$ cat config.mk
export PLATFORM = sky130hd
export DESIGN_NAME = signed_bcd_fixed_point_add_sub_flat
export DESIGN_NICKNAME = d
export VERILOG_FILES = /design/src/design/sbcd_pkg.sv /design/src/design/sbcd_if.sv /design/src/design/sbcd_prep.sv /design/src/design/sbcd_cell.sv /design/src/design/sbcd_fin.sv /design/src/design/signed_bcd_fixed_point_add_sub.sv /design/src/flat_wrapper.sv
export SDC_FILE = /design/constraint.sdc
export NUM_CORES = 2
export LEC_CHECK = 0
export BUFFER_PORTS_ARGS = -buffer_cell sky130_fd_sc_hd__buf_4
export CAP_MARGIN = 30
export CORE_AREA = 2 2 658 660
export DETAILED_ROUTE_END_ITERATION = 7
export DIE_AREA = 0 0 660 662
export PLACE_DENSITY = 0.44
export SYNTH_ARGS = -nofsm -noshare
export SYNTH_HDL_FRONTEND = slang
export SYNTH_HIERARCHICAL = 1
export SYNTH_SLANG_ARGS = --single-unit
$ cat constraint.sdc
create_clock -name clk -period 10.4 [get_ports clk]
set_input_delay 0.52 -clock clk [delete_from_list [all_inputs] [get_ports clk]]
set_output_delay 0.52 -clock clk [all_outputs]
set_load 0.05 [all_outputs]
$ cat src/design/sbcd_pkg.sv
// shared constants, types and digit helpers for the signed bcd adder/subtractor
// no dependencies
`timescale 1ns / 1ps

package sbcd_pkg;

	localparam int INT_DIGITS   = 16;
	localparam int FRAC_DIGITS  = 16;
	localparam int TOTAL_DIGITS = INT_DIGITS + FRAC_DIGITS;
	localparam int DIG_W        = 4;
	localparam int CELL_DIGITS  = 4;
	localparam int NUM_CELLS    = (TOTAL_DIGITS + CELL_DIGITS - 1) / CELL_DIGITS;
	localparam int PAD_DIGITS   = NUM_CELLS * CELL_DIGITS;
	localparam int VEC_W        = PAD_DIGITS * DIG_W;
	localparam int CELL_W       = CELL_DIGITS * DIG_W;
	localparam int FIELD_W      = 64;
	localparam int LEN_W        = 5;

	typedef logic [DIG_W-1:0]   digit_t;
	typedef logic [VEC_W-1:0]   dvec_t;
	typedef logic [LEN_W-1:0]   len_t;
	typedef logic [FIELD_W-1:0] field_t;

	localparam digit_t DIGIT_MAX = 4'd9;

	typedef struct packed {
		logic sub;
		logic neg;
		len_t flen;
	} side_t;

	typedef struct packed {
		dvec_t x;
		dvec_t y;
		dvec_t r;
		logic  carry;
		side_t side;
	} word_t;

	function automatic digit_t clamp_digit(digit_t d);
		return (d > DIGIT_MAX) ? DIGIT_MAX : d;
	endfunction

endpackage

$ cat src/design/sbcd_if.sv
// valid/ready channels for request and result words
// depends on sbcd_pkg
`timescale 1ns / 1ps

interface sbcd_req_if;
	logic            valid;
	logic            ready;
	logic            op;
	sbcd_pkg::field_t a_int;
	sbcd_pkg::field_t a_frac;
	sbcd_pkg::len_t  a_frac_len;
	logic            a_neg;
	sbcd_pkg::field_t b_int;
	sbcd_pkg::field_t b_frac;
	sbcd_pkg::len_t  b_frac_len;
	logic            b_neg;

	modport source (output valid, op, a_int, a_frac, a_frac_len, a_neg,
		b_int, b_frac, b_frac_len, b_neg, input ready);
	modport sink (input valid, op, a_int, a_frac, a_frac_len, a_neg,
		b_int, b_frac, b_frac_len, b_neg, output ready);
endinterface

interface sbcd_res_if;
	logic            valid;
	logic            ready;
	sbcd_pkg::field_t res_int;
	sbcd_pkg::field_t res_frac;
	logic            res_neg;
	sbcd_pkg::len_t  int_len;
	sbcd_pkg::len_t  frac_len;
	logic            overflow;

	modport source (output valid, res_int, res_frac, res_neg, int_len, frac_len,
		overflow, input ready);
	modport sink (input valid, res_int, res_frac, res_neg, int_len, frac_len,
		overflow, output ready);
endinterface

$ cat src/design/sbcd_prep.sv
// input stage: digit unpacking, sign reduction, magnitude compare and swap
// depends on sbcd_pkg and sbcd_if
`timescale 1ns / 1ps

module sbcd_prep (
	input  logic               clk,
	input  logic               arst_n,
	sbcd_req_if.sink           req,
	output logic               word_valid,
	input  logic               word_ready,
	output sbcd_pkg::word_t    word
);

	function automatic sbcd_pkg::dvec_t unpack(sbcd_pkg::field_t ip, sbcd_pkg::field_t fp,
		sbcd_pkg::len_t flen);
		sbcd_pkg::dvec_t d;
		d = '0;
		for (int j = 1; j <= sbcd_pkg::FRAC_DIGITS; j++) begin
			if (j <= int'(flen)) begin
				d[(sbcd_pkg::FRAC_DIGITS - j) * sbcd_pkg::DIG_W +: sbcd_pkg::DIG_W] =
					sbcd_pkg::clamp_digit(fp[sbcd_pkg::FIELD_W - sbcd_pkg::DIG_W * j +:
					sbcd_pkg::DIG_W]);
			end
		end
		for (int k = 0; k < sbcd_pkg::INT_DIGITS; k++) begin
			d[(sbcd_pkg::FRAC_DIGITS + k) * sbcd_pkg::DIG_W +: sbcd_pkg::DIG_W] =
				sbcd_pkg::clamp_digit(ip[sbcd_pkg::DIG_W * k +: sbcd_pkg::DIG_W]);
		end
		return d;
	endfunction

	localparam sbcd_pkg::len_t FRAC_MAX = sbcd_pkg::len_t'(sbcd_pkg::FRAC_DIGITS);

	sbcd_pkg::len_t  la, lb;
	sbcd_pkg::dvec_t da, db;
	logic            b_neg_eff, sub, swap;
	sbcd_pkg::word_t next_word;
	sbcd_pkg::word_t word_s1;
	logic            valid_s1;
	logic            ready;

	always_comb begin
		la        = (req.a_frac_len > FRAC_MAX) ? FRAC_MAX : req.a_frac_len;
		lb        = (req.b_frac_len > FRAC_MAX) ? FRAC_MAX : req.b_frac_len;
		da        = unpack(req.a_int, req.a_frac, la);
		db        = unpack(req.b_int, req.b_frac, lb);
		b_neg_eff = req.b_neg ^ req.op;
		sub       = req.a_neg ^ b_neg_eff;
		swap      = sub && (da < db);

		next_word.x          = swap ? db : da;
		next_word.y          = swap ? da : db;
		next_word.r          = '0;
		next_word.carry      = 1'b0;
		next_word.side.sub   = sub;
		next_word.side.neg   = swap ? b_neg_eff : req.a_neg;
		next_word.side.flen  = (la > lb) ? la : lb;
	end

	assign ready     = !valid_s1 || word_ready;
	assign req.ready = ready;

	always_ff @(posedge clk or negedge arst_n) begin
		if (!arst_n) begin
			valid_s1 <= 1'b0;
		end else if (ready) begin
			valid_s1 <= req.valid;
		end
	end

	always_ff @(posedge clk) begin
		if (ready && req.valid) begin
			word_s1 <= next_word;
		end
	end

	assign word_valid = valid_s1;
	assign word       = word_s1;

endmodule

$ cat src/design/sbcd_cell.sv
// digit cell: adds or subtracts the low group of digits with decimal carry,
// shifts operands down and the result group in at the top; depends on sbcd_pkg
`timescale 1ns / 1ps

module sbcd_cell (
	input  logic            clk,
	input  logic            arst_n,
	input  logic            up_valid,
	output logic            up_ready,
	input  sbcd_pkg::word_t up_word,
	output logic            dn_valid,
	input  logic            dn_ready,
	output sbcd_pkg::word_t dn_word
);

	sbcd_pkg::word_t next_word;
	sbcd_pkg::word_t word_q;
	logic            valid_q;

	always_comb begin
		logic                                c;
		sbcd_pkg::digit_t                    xd, yd;
		logic [sbcd_pkg::DIG_W:0]            t, t_adj;
		logic [sbcd_pkg::CELL_W-1:0]         grp;
		c   = up_word.carry;
		grp = '0;
		for (int i = 0; i < sbcd_pkg::CELL_DIGITS; i++) begin
			xd = up_word.x[i * sbcd_pkg::DIG_W +: sbcd_pkg::DIG_W];
			yd = up_word.y[i * sbcd_pkg::DIG_W +: sbcd_pkg::DIG_W];
			if (up_word.side.sub) begin
				t     = {1'b0, xd} - {1'b0, yd} - {4'b0000, c};
				t_adj = t + 5'd10;
				c     = t[sbcd_pkg::DIG_W];
			end else begin
				t     = {1'b0, xd} + {1'b0, yd} + {4'b0000, c};
				t_adj = t - 5'd10;
				c     = (t >= 5'd10);
			end
			grp[i * sbcd_pkg::DIG_W +: sbcd_pkg::DIG_W] =
				c ? t_adj[sbcd_pkg::DIG_W-1:0] : t[sbcd_pkg::DIG_W-1:0];
		end
		next_word       = up_word;
		next_word.x     = up_word.x >> sbcd_pkg::CELL_W;
		next_word.y     = up_word.y >> sbcd_pkg::CELL_W;
		next_word.r     = up_word.r >> sbcd_pkg::CELL_W;
		next_word.r[sbcd_pkg::VEC_W-1 -: sbcd_pkg::CELL_W] = grp;
		next_word.carry = c;
	end

	assign up_ready = !valid_q || dn_ready;

	always_ff @(posedge clk or negedge arst_n) begin
		if (!arst_n) begin
			valid_q <= 1'b0;
		end else if (up_ready) begin
			valid_q <= up_valid;
		end
	end

	always_ff @(posedge clk) begin
		if (up_ready && up_valid) begin
			word_q <= next_word;
		end
	end

	assign dn_valid = valid_q;
	assign dn_word  = word_q;

endmodule

$ cat src/design/sbcd_fin.sv
// output stage: repacks digits, counts integer digits, fixes zero sign, flags overflow
// depends on sbcd_pkg and sbcd_if
`timescale 1ns / 1ps

module sbcd_fin (
	input  logic            clk,
	input  logic            arst_n,
	input  logic            up_valid,
	output logic            up_ready,
	input  sbcd_pkg::word_t up_word,
	sbcd_res_if.source      res
);

	sbcd_pkg::field_t ri, rf;
	sbcd_pkg::len_t   ilen;
	logic             nonzero, ovf;

	sbcd_pkg::field_t res_int_q, res_frac_q;
	logic             res_neg_q, overflow_q, valid_q;
	sbcd_pkg::len_t   int_len_q, frac_len_q;

	always_comb begin
		sbcd_pkg::digit_t v;
		ri      = '0;
		rf      = '0;
		ilen    = sbcd_pkg::len_t'(1);
		nonzero = |up_word.r[sbcd_pkg::TOTAL_DIGITS * sbcd_pkg::DIG_W - 1:0];
		ovf     = up_word.carry ||
			((up_word.r >> (sbcd_pkg::TOTAL_DIGITS * sbcd_pkg::DIG_W)) != '0);
		for (int k = 0; k < sbcd_pkg::INT_DIGITS; k++) begin
			v = up_word.r[(sbcd_pkg::FRAC_DIGITS + k) * sbcd_pkg::DIG_W +: sbcd_pkg::DIG_W];
			ri[k * sbcd_pkg::DIG_W +: sbcd_pkg::DIG_W] = v;
			if (v != '0) begin
				ilen = sbcd_pkg::len_t'(k + 1);
			end
		end
		for (int j = 1; j <= sbcd_pkg::FRAC_DIGITS; j++) begin
			rf[sbcd_pkg::FIELD_W - sbcd_pkg::DIG_W * j +: sbcd_pkg::DIG_W] =
				up_word.r[(sbcd_pkg::FRAC_DIGITS - j) * sbcd_pkg::DIG_W +: sbcd_pkg::DIG_W];
		end
	end

	assign up_ready = !valid_q || res.ready;

	always_ff @(posedge clk or negedge arst_n) begin
		if (!arst_n) begin
			valid_q <= 1'b0;
		end else if (up_ready) begin
			valid_q <= up_valid;
		end
	end

	always_ff @(posedge clk) begin
		if (up_ready && up_valid) begin
			res_int_q  <= ri;
			res_frac_q <= rf;
			res_neg_q  <= up_word.side.neg && nonzero;
			int_len_q  <= ilen;
			frac_len_q <= up_word.side.flen;
			overflow_q <= ovf;
		end
	end

	assign res.valid    = valid_q;
	assign res.res_int  = res_int_q;
	assign res.res_frac = res_frac_q;
	assign res.res_neg  = res_neg_q;
	assign res.int_len  = int_len_q;
	assign res.frac_len = frac_len_q;
	assign res.overflow = overflow_q;

endmodule

$ cat src/design/signed_bcd_fixed_point_add_sub.sv
// stages: input stage, a register per digit cell for the decimal carry chain,
// then the output register
// throughput: one word per cycle; every stage holds its word while the next is full
// reset: arst_n clears all stage valid flags; payload registers are not reset
// depends on sbcd_pkg, sbcd_if, sbcd_prep, sbcd_cell, sbcd_fin
`timescale 1ns / 1ps

module signed_bcd_fixed_point_add_sub (
	input  logic        clk,
	input  logic        arst_n,
	sbcd_req_if.sink    req,
	sbcd_res_if.source  res
);

	logic            valid_c [sbcd_pkg::NUM_CELLS+1];
	logic            ready_c [sbcd_pkg::NUM_CELLS+1];
	sbcd_pkg::word_t word_c  [sbcd_pkg::NUM_CELLS+1];

	sbcd_prep u_prep (
		.clk        (clk),
		.arst_n     (arst_n),
		.req        (req),
		.word_valid (valid_c[0]),
		.word_ready (ready_c[0]),
		.word       (word_c[0])
	);

	for (genvar g = 0; g < sbcd_pkg::NUM_CELLS; g++) begin : g_cell
		sbcd_cell u_cell (
			.clk      (clk),
			.arst_n   (arst_n),
			.up_valid (valid_c[g]),
			.up_ready (ready_c[g]),
			.up_word  (word_c[g]),
			.dn_valid (valid_c[g+1]),
			.dn_ready (ready_c[g+1]),
			.dn_word  (word_c[g+1])
		);
	end

	sbcd_fin u_fin (
		.clk      (clk),
		.arst_n   (arst_n),
		.up_valid (valid_c[sbcd_pkg::NUM_CELLS]),
		.up_ready (ready_c[sbcd_pkg::NUM_CELLS]),
		.up_word  (word_c[sbcd_pkg::NUM_CELLS]),
		.res      (res)
	);

endmodule

$ cat src/flat_wrapper.sv
// flat-port wrapper written by rule: the top's interface ports become plain ports
module signed_bcd_fixed_point_add_sub_flat 
  (clk, arst_n, req_valid, req_op, req_a_int, req_a_frac, req_a_frac_len, req_a_neg, req_b_int, req_b_frac, req_b_frac_len, req_b_neg, req_ready, res_valid, res_res_int, res_res_frac, res_res_neg, res_int_len, res_frac_len, res_overflow, res_ready);
  sbcd_req_if req_i ();
  sbcd_res_if res_i ();
  input  logic clk;
  input  logic arst_n;
  input wire logic [$bits(req_i.valid)-1:0] req_valid;
  input wire logic [$bits(req_i.op)-1:0] req_op;
  input wire logic [$bits(req_i.a_int)-1:0] req_a_int;
  input wire logic [$bits(req_i.a_frac)-1:0] req_a_frac;
  input wire logic [$bits(req_i.a_frac_len)-1:0] req_a_frac_len;
  input wire logic [$bits(req_i.a_neg)-1:0] req_a_neg;
  input wire logic [$bits(req_i.b_int)-1:0] req_b_int;
  input wire logic [$bits(req_i.b_frac)-1:0] req_b_frac;
  input wire logic [$bits(req_i.b_frac_len)-1:0] req_b_frac_len;
  input wire logic [$bits(req_i.b_neg)-1:0] req_b_neg;
  output wire logic [$bits(req_i.ready)-1:0] req_ready;
  output wire logic [$bits(res_i.valid)-1:0] res_valid;
  output wire logic [$bits(res_i.res_int)-1:0] res_res_int;
  output wire logic [$bits(res_i.res_frac)-1:0] res_res_frac;
  output wire logic [$bits(res_i.res_neg)-1:0] res_res_neg;
  output wire logic [$bits(res_i.int_len)-1:0] res_int_len;
  output wire logic [$bits(res_i.frac_len)-1:0] res_frac_len;
  output wire logic [$bits(res_i.overflow)-1:0] res_overflow;
  input wire logic [$bits(res_i.ready)-1:0] res_ready;
  assign req_i.valid = req_valid;
  assign req_i.op = req_op;
  assign req_i.a_int = req_a_int;
  assign req_i.a_frac = req_a_frac;
  assign req_i.a_frac_len = req_a_frac_len;
  assign req_i.a_neg = req_a_neg;
  assign req_i.b_int = req_b_int;
  assign req_i.b_frac = req_b_frac;
  assign req_i.b_frac_len = req_b_frac_len;
  assign req_i.b_neg = req_b_neg;
  assign req_ready = req_i.ready;
  assign res_valid = res_i.valid;
  assign res_res_int = res_i.res_int;
  assign res_res_frac = res_i.res_frac;
  assign res_res_neg = res_i.res_neg;
  assign res_int_len = res_i.int_len;
  assign res_frac_len = res_i.frac_len;
  assign res_overflow = res_i.overflow;
  assign res_i.ready = res_ready;
  signed_bcd_fixed_point_add_sub u_core (.clk(clk), .arst_n(arst_n), .req(req_i), .res(res_i));
endmodule
# After elaboration in Yosys (flattened, before gate mapping)
# Cells that the tools add are included.
# W data, S select, Z words.
classes:
  n_bitwise: 2
  magnitude_cmp: 132
  muxes: 244
  add_sub_neg: 190
  reduce_logical: 48
ops:
  columns: ["operator", "n"]
  rows:
  - ["$mux W4", 192]
  - ["$gt A4 B4 Y1 const B", 64]
  - ["$mux W128", 2]
  - ["$add A4 B4 Y5", 32]
  - ["$ge A5 B4 Y1 const B", 32]
  - ["$sub A4 B4 Y5", 32]
  - ["$add A5 B1 Y5", 31]
  - ["$sub A5 B1 Y5", 31]
  - ["$add A4 B4 Y4 const B", 32]
  - ["$lt A128 B128 Y1", 1]
  - ["$reduce_or A128 Y1", 1]
  - ["$sub A4 B4 Y4 const B", 32]
  - ["$le A4 B5 Y1 const A", 16]
  - ["$mux W5", 15]
  - ["$reduce_bool A4 Y1", 15]
  - ["$le A3 B5 Y1 const A", 8]
  - ["$mux W1", 33]
  - ["$le A2 B5 Y1 const A", 4]
  - ["$logic_and A1 B1 Y1", 12]
  - ["$gt A5 B5 Y1 const B", 2]
  - ["$le A1 B5 Y1 const A", 2]
  - ["$le A5 B5 Y1 const A", 2]
  - ["$logic_not A1 Y1", 10]
  - ["$logic_or A1 B1 Y1", 10]
  - ["other kinds (3)", 5]
word_totals:
  wordCells: 690
  regBits: 1948
  output_inout_bits: 142

# Depth between registers and ports, before layout
logic_depth:
  depth_word: 15
  depth_mapped: 42
  mapped_depth_nobuf: 41

# Modules after synthesis
# The synthesis kept the hierarchy.
modules_own_cells:
  columns: ["mod", "area_each_um2", "seq_area_each_um2", "cells_per_inst", "instances"]
  rows:
  - ["sbcd_cell at u_core.g_cell[0].u_cell ...", 13337.8, 10835.4, 684, 7]
  - ["sbcd_prep", 17222.8, 7922.6, 1607, 1]
  - ["sbcd_cell at u_core.g_cell[7].u_cell", 13370.3, 10835.4, 675, 1]
  - ["sbcd_fin", 4702.0, 4229.1, 217, 1]

# Worst setup path after synthesis
# OpenSTA, ideal clock, no wires.
synth_path:
  path_type: "reg2reg"
  from: "register u_core.u_fin.valid_q, in the netlist u_core/u_fin/res.valid"
  to: "register u_core.g_cell[0].u_cell.word_q (netlist bit u_core/g_cell[0].u_cell/dn_word[0]), enable pin"
  t_arrival_ns: 9.836
  setup_time_ns: 0.768
  stages_incl_launch_ff: 11
  n_path_buf: 0
  slack_ns: -0.204
  synth_period_minus_slack_ns: 10.604
  cell_sequence: "dfrtp_1 -> nand2b_1 -> nand2b_1 -> nand2b_1 -> nand2b_1 -> nand2b_1 -> nand2b_1 -> nand2b_1 -> nand2b_1 -> nand2b_1 -> and2_1"
synth_rtl:
  columns: ["element", "line", "source"]
  rows:
  - ["start: declaration", "sbcd_fin.sv:19", "logic res_neg_q, overflow_q, valid_q;"]
  - ["start signal: assignment", "sbcd_fin.sv:49", "valid_q <= up_valid;"]
  - ["end signal: assignment", "sbcd_cell.sv:62", "word_q <= next_word;"]
  - ["end: declaration", "sbcd_cell.sv:17", "sbcd_pkg::word_t word_q;"]

==> results.ini <==
[outcome]
status = finished clean

[floorplanning]
io_pins = 415
start_util_pct = 19.9
die_h_microns = 662
fp-row-count = 241
coreArea_sq_um = 430000
die_w_microns = 660
die_area_sq_um = 437000

[worst_setup_path]
critPathArrivalTime_ns = 10.00
critPathMaxFanout = 5
path_buf_inv = 8
r2r_cells = 40
r2r_start = u_core/g_cell[2].u_cell/dn_word[7]
critPathCaptureType = register
crit_slowest_cell = fa_1
crit_type = reg2reg
critical_path_required_ns = 11.07
reg2reg_to = u_core/g_cell[3].u_cell/dn_word[134]
max_stage_delay_ns = 0.49
ff2ff_setup_slack_ns = 1.07
startpoint_type = register
crit_family = adder cells

[cts]
cts_max_level = 4
numCtsBuffers = 211
path_clk_slew_ns = 0.06
clock_sinks = 1948
clock_latency_ns = 0.87
clock_tree.root_cell = clkbuf_16
cts.path.max_buffers = 4
cts_tree = yes

[sta]
post-route-period-util_pct = 89.7
finalWorstSetupSlack_ns = 1.07
min_period_ns = 9.33
slew_headroom_pct = 30.5
hold_viol = 0
grt_setup_unrepaired = false
setup_tns_ns = 0
drv_slew = 0
fmax_ghz = 0.107
finClkSkew_ns = 0.0719
setup_viol = 0
worst_hold_slack_ns = 0.109
worstMarginPinSlew_ns = 1.03

[hold_path]
min_path_type = in2reg
min_from = req_a_int[11]
hold_path_end = u_core/u_prep/word[339]
hold_path_depth = 2

[synthesis]
synth_area_per_cell_sq_um = 15.4
yosys_warnings = 6
syn_area_sq_um = 85400
syn_inst = 5550
syn_nets = 6434

[route]
drtIter0Drc = 2445
drc_errors = 0
viasPerCell = 3.64
routedWlPerCell_microns = 16.6
drt-total-wl_microns = 202000
drtPass1Iterations = 7
drtAntennaViolNets = 0
vias = 44100

[cells_and_area]
layout_commonest_cell = edfxtp_1
drive_gt1_share_pct = 13.8
final_core_util_pct = 24.1
register_area_sq_um = 58400
layout_common_cells = edfxtp_1, inv_1, ha_1
area_delta_synth_final_pct = 21.2
multi_input_area_sq_um = 24100
nets = 7108
fillCellCount = 44400

[power_and_ir_drop]
power.density_nw_per_um2 = 269
total_power_w = 0.0279
p_leak_nw = 38.6
ir_worst_vdd_uv = 134

[grt]
grt_usage_pct = 9.05
grt_max_degree = 119
grt_pass1_vias = 45900
grt_pass1_wl_microns = 298000
antenna_found_initial = 15
grt-ovfl-total = 0

[place]
pre_cts_ws_ns = 1.14
dp_hpwl_microns = 152000
portBuffers = 414
globalplace.congestion = 0.840

[job]
cap_violations = 0

==> area by class of cell <==
| class | instances | area share, % |
|---|---|---|
| sequential | 1948 | 56.5 |
| multi-input combinational | 2917 | 23.3 |
| tap | 5710 | 6.90 |
| clock buffer | 261 | 5.35 |
| timing repair buffer | 582 | 4.58 |
| inverter | 564 | 2.05 |
| clock inverter | 122 | 1.31 |
| antenna | 5 | 0.0121 |
==> state kept, by name, summed over array words and instances, names as in the netlist <==
name / count
u_core/u_fin/res.valid: 1
u_core/u_fin/res.overflow: 1
u_core/u_fin/res.frac_len: 5
u_core/g_cell.u_cell/dn_valid: 8
u_core/g_cell.u_cell/dn_word: 1535
u_core/u_prep/word_valid: 1
u_core/u_fin/res.res_int: 64
u_core/u_fin/res.int_len: 5
u_core/u_fin/res.res_frac: 64
u_core/u_fin/res.res_neg: 1
u_core/u_prep/word: 263
==> metal layers <==
| metal | GRT usage [%] | vias up | part of all wire, % |
|---|---|---|---|
| met1 | 10.8 | 21400 | 42 |
| li1 | - | 21500 | - |
| met2 | 15.9 | 751 | 50 |
| met4 | 4.50 | 0 | 5.3 |
| met3 | 1.25 | 350 | 3.0 |
| met5 | 0 | - | 0 |
==> worst max path at each step <==
stage | end | from | slack [ns] | depth (start not counted)
2_1_floorplan | u_core/u_prep/word[0] | u_core/u_fin/res.valid | 1.54 | 11
3_3_place_gp | u_core/g_cell[4].u_cell/dn_word[134] | u_core/g_cell[3].u_cell/dn_word[7] | 1.08 | 40
3_5_place_dp | u_core/g_cell[3].u_cell/dn_word[134] | u_core/g_cell[2].u_cell/dn_word[7] | 1.14 | 40
4_1_cts | u_core/g_cell[3].u_cell/dn_word[134] | u_core/g_cell[2].u_cell/dn_word[7] | 1.07 | 40
5_1_grt | u_core/g_cell[6].u_cell/dn_word[134] | u_core/g_cell[5].u_cell/dn_word[7] | 0.37 | 40
6_report | u_core/g_cell[3].u_cell/dn_word[134] | u_core/g_cell[2].u_cell/dn_word[7] | 1.07 | 40
==> what timing repair did <==
action                                  CTS  global route
endpoints found under the setup margin    0             0
buffers inserted                          0             0
hold buffers                            108             0
gates resized for setup                   0             0
hold endpoints to repair                 83             0
==> metrics by stage <==
| step | area [sq um] | cells |
|---|---|---|
| after floorplan | 85400 | 5550 |
| after global placement | 95500 | 11600 |
| after detailed placement | 95500 | 11600 |
| after CTS | 103000 | 12100 |
| after global routing | 103000 | 12100 |
| final | 103000 | 12100 |
==> where the power goes <==
| group | total [W] | leakage (nW) | switching, W | internal [W] |
|---|---|---|---|---|
| sequential | 0.0120 | 19.0 | 0.000764 | 0.0112 |
| clock | 0.00748 | 3.31 | 0.00308 | 0.00440 |
| combinational | 0.00839 | 16.3 | 0.00501 | 0.00339 |
(Power assumes the default switching activity.)
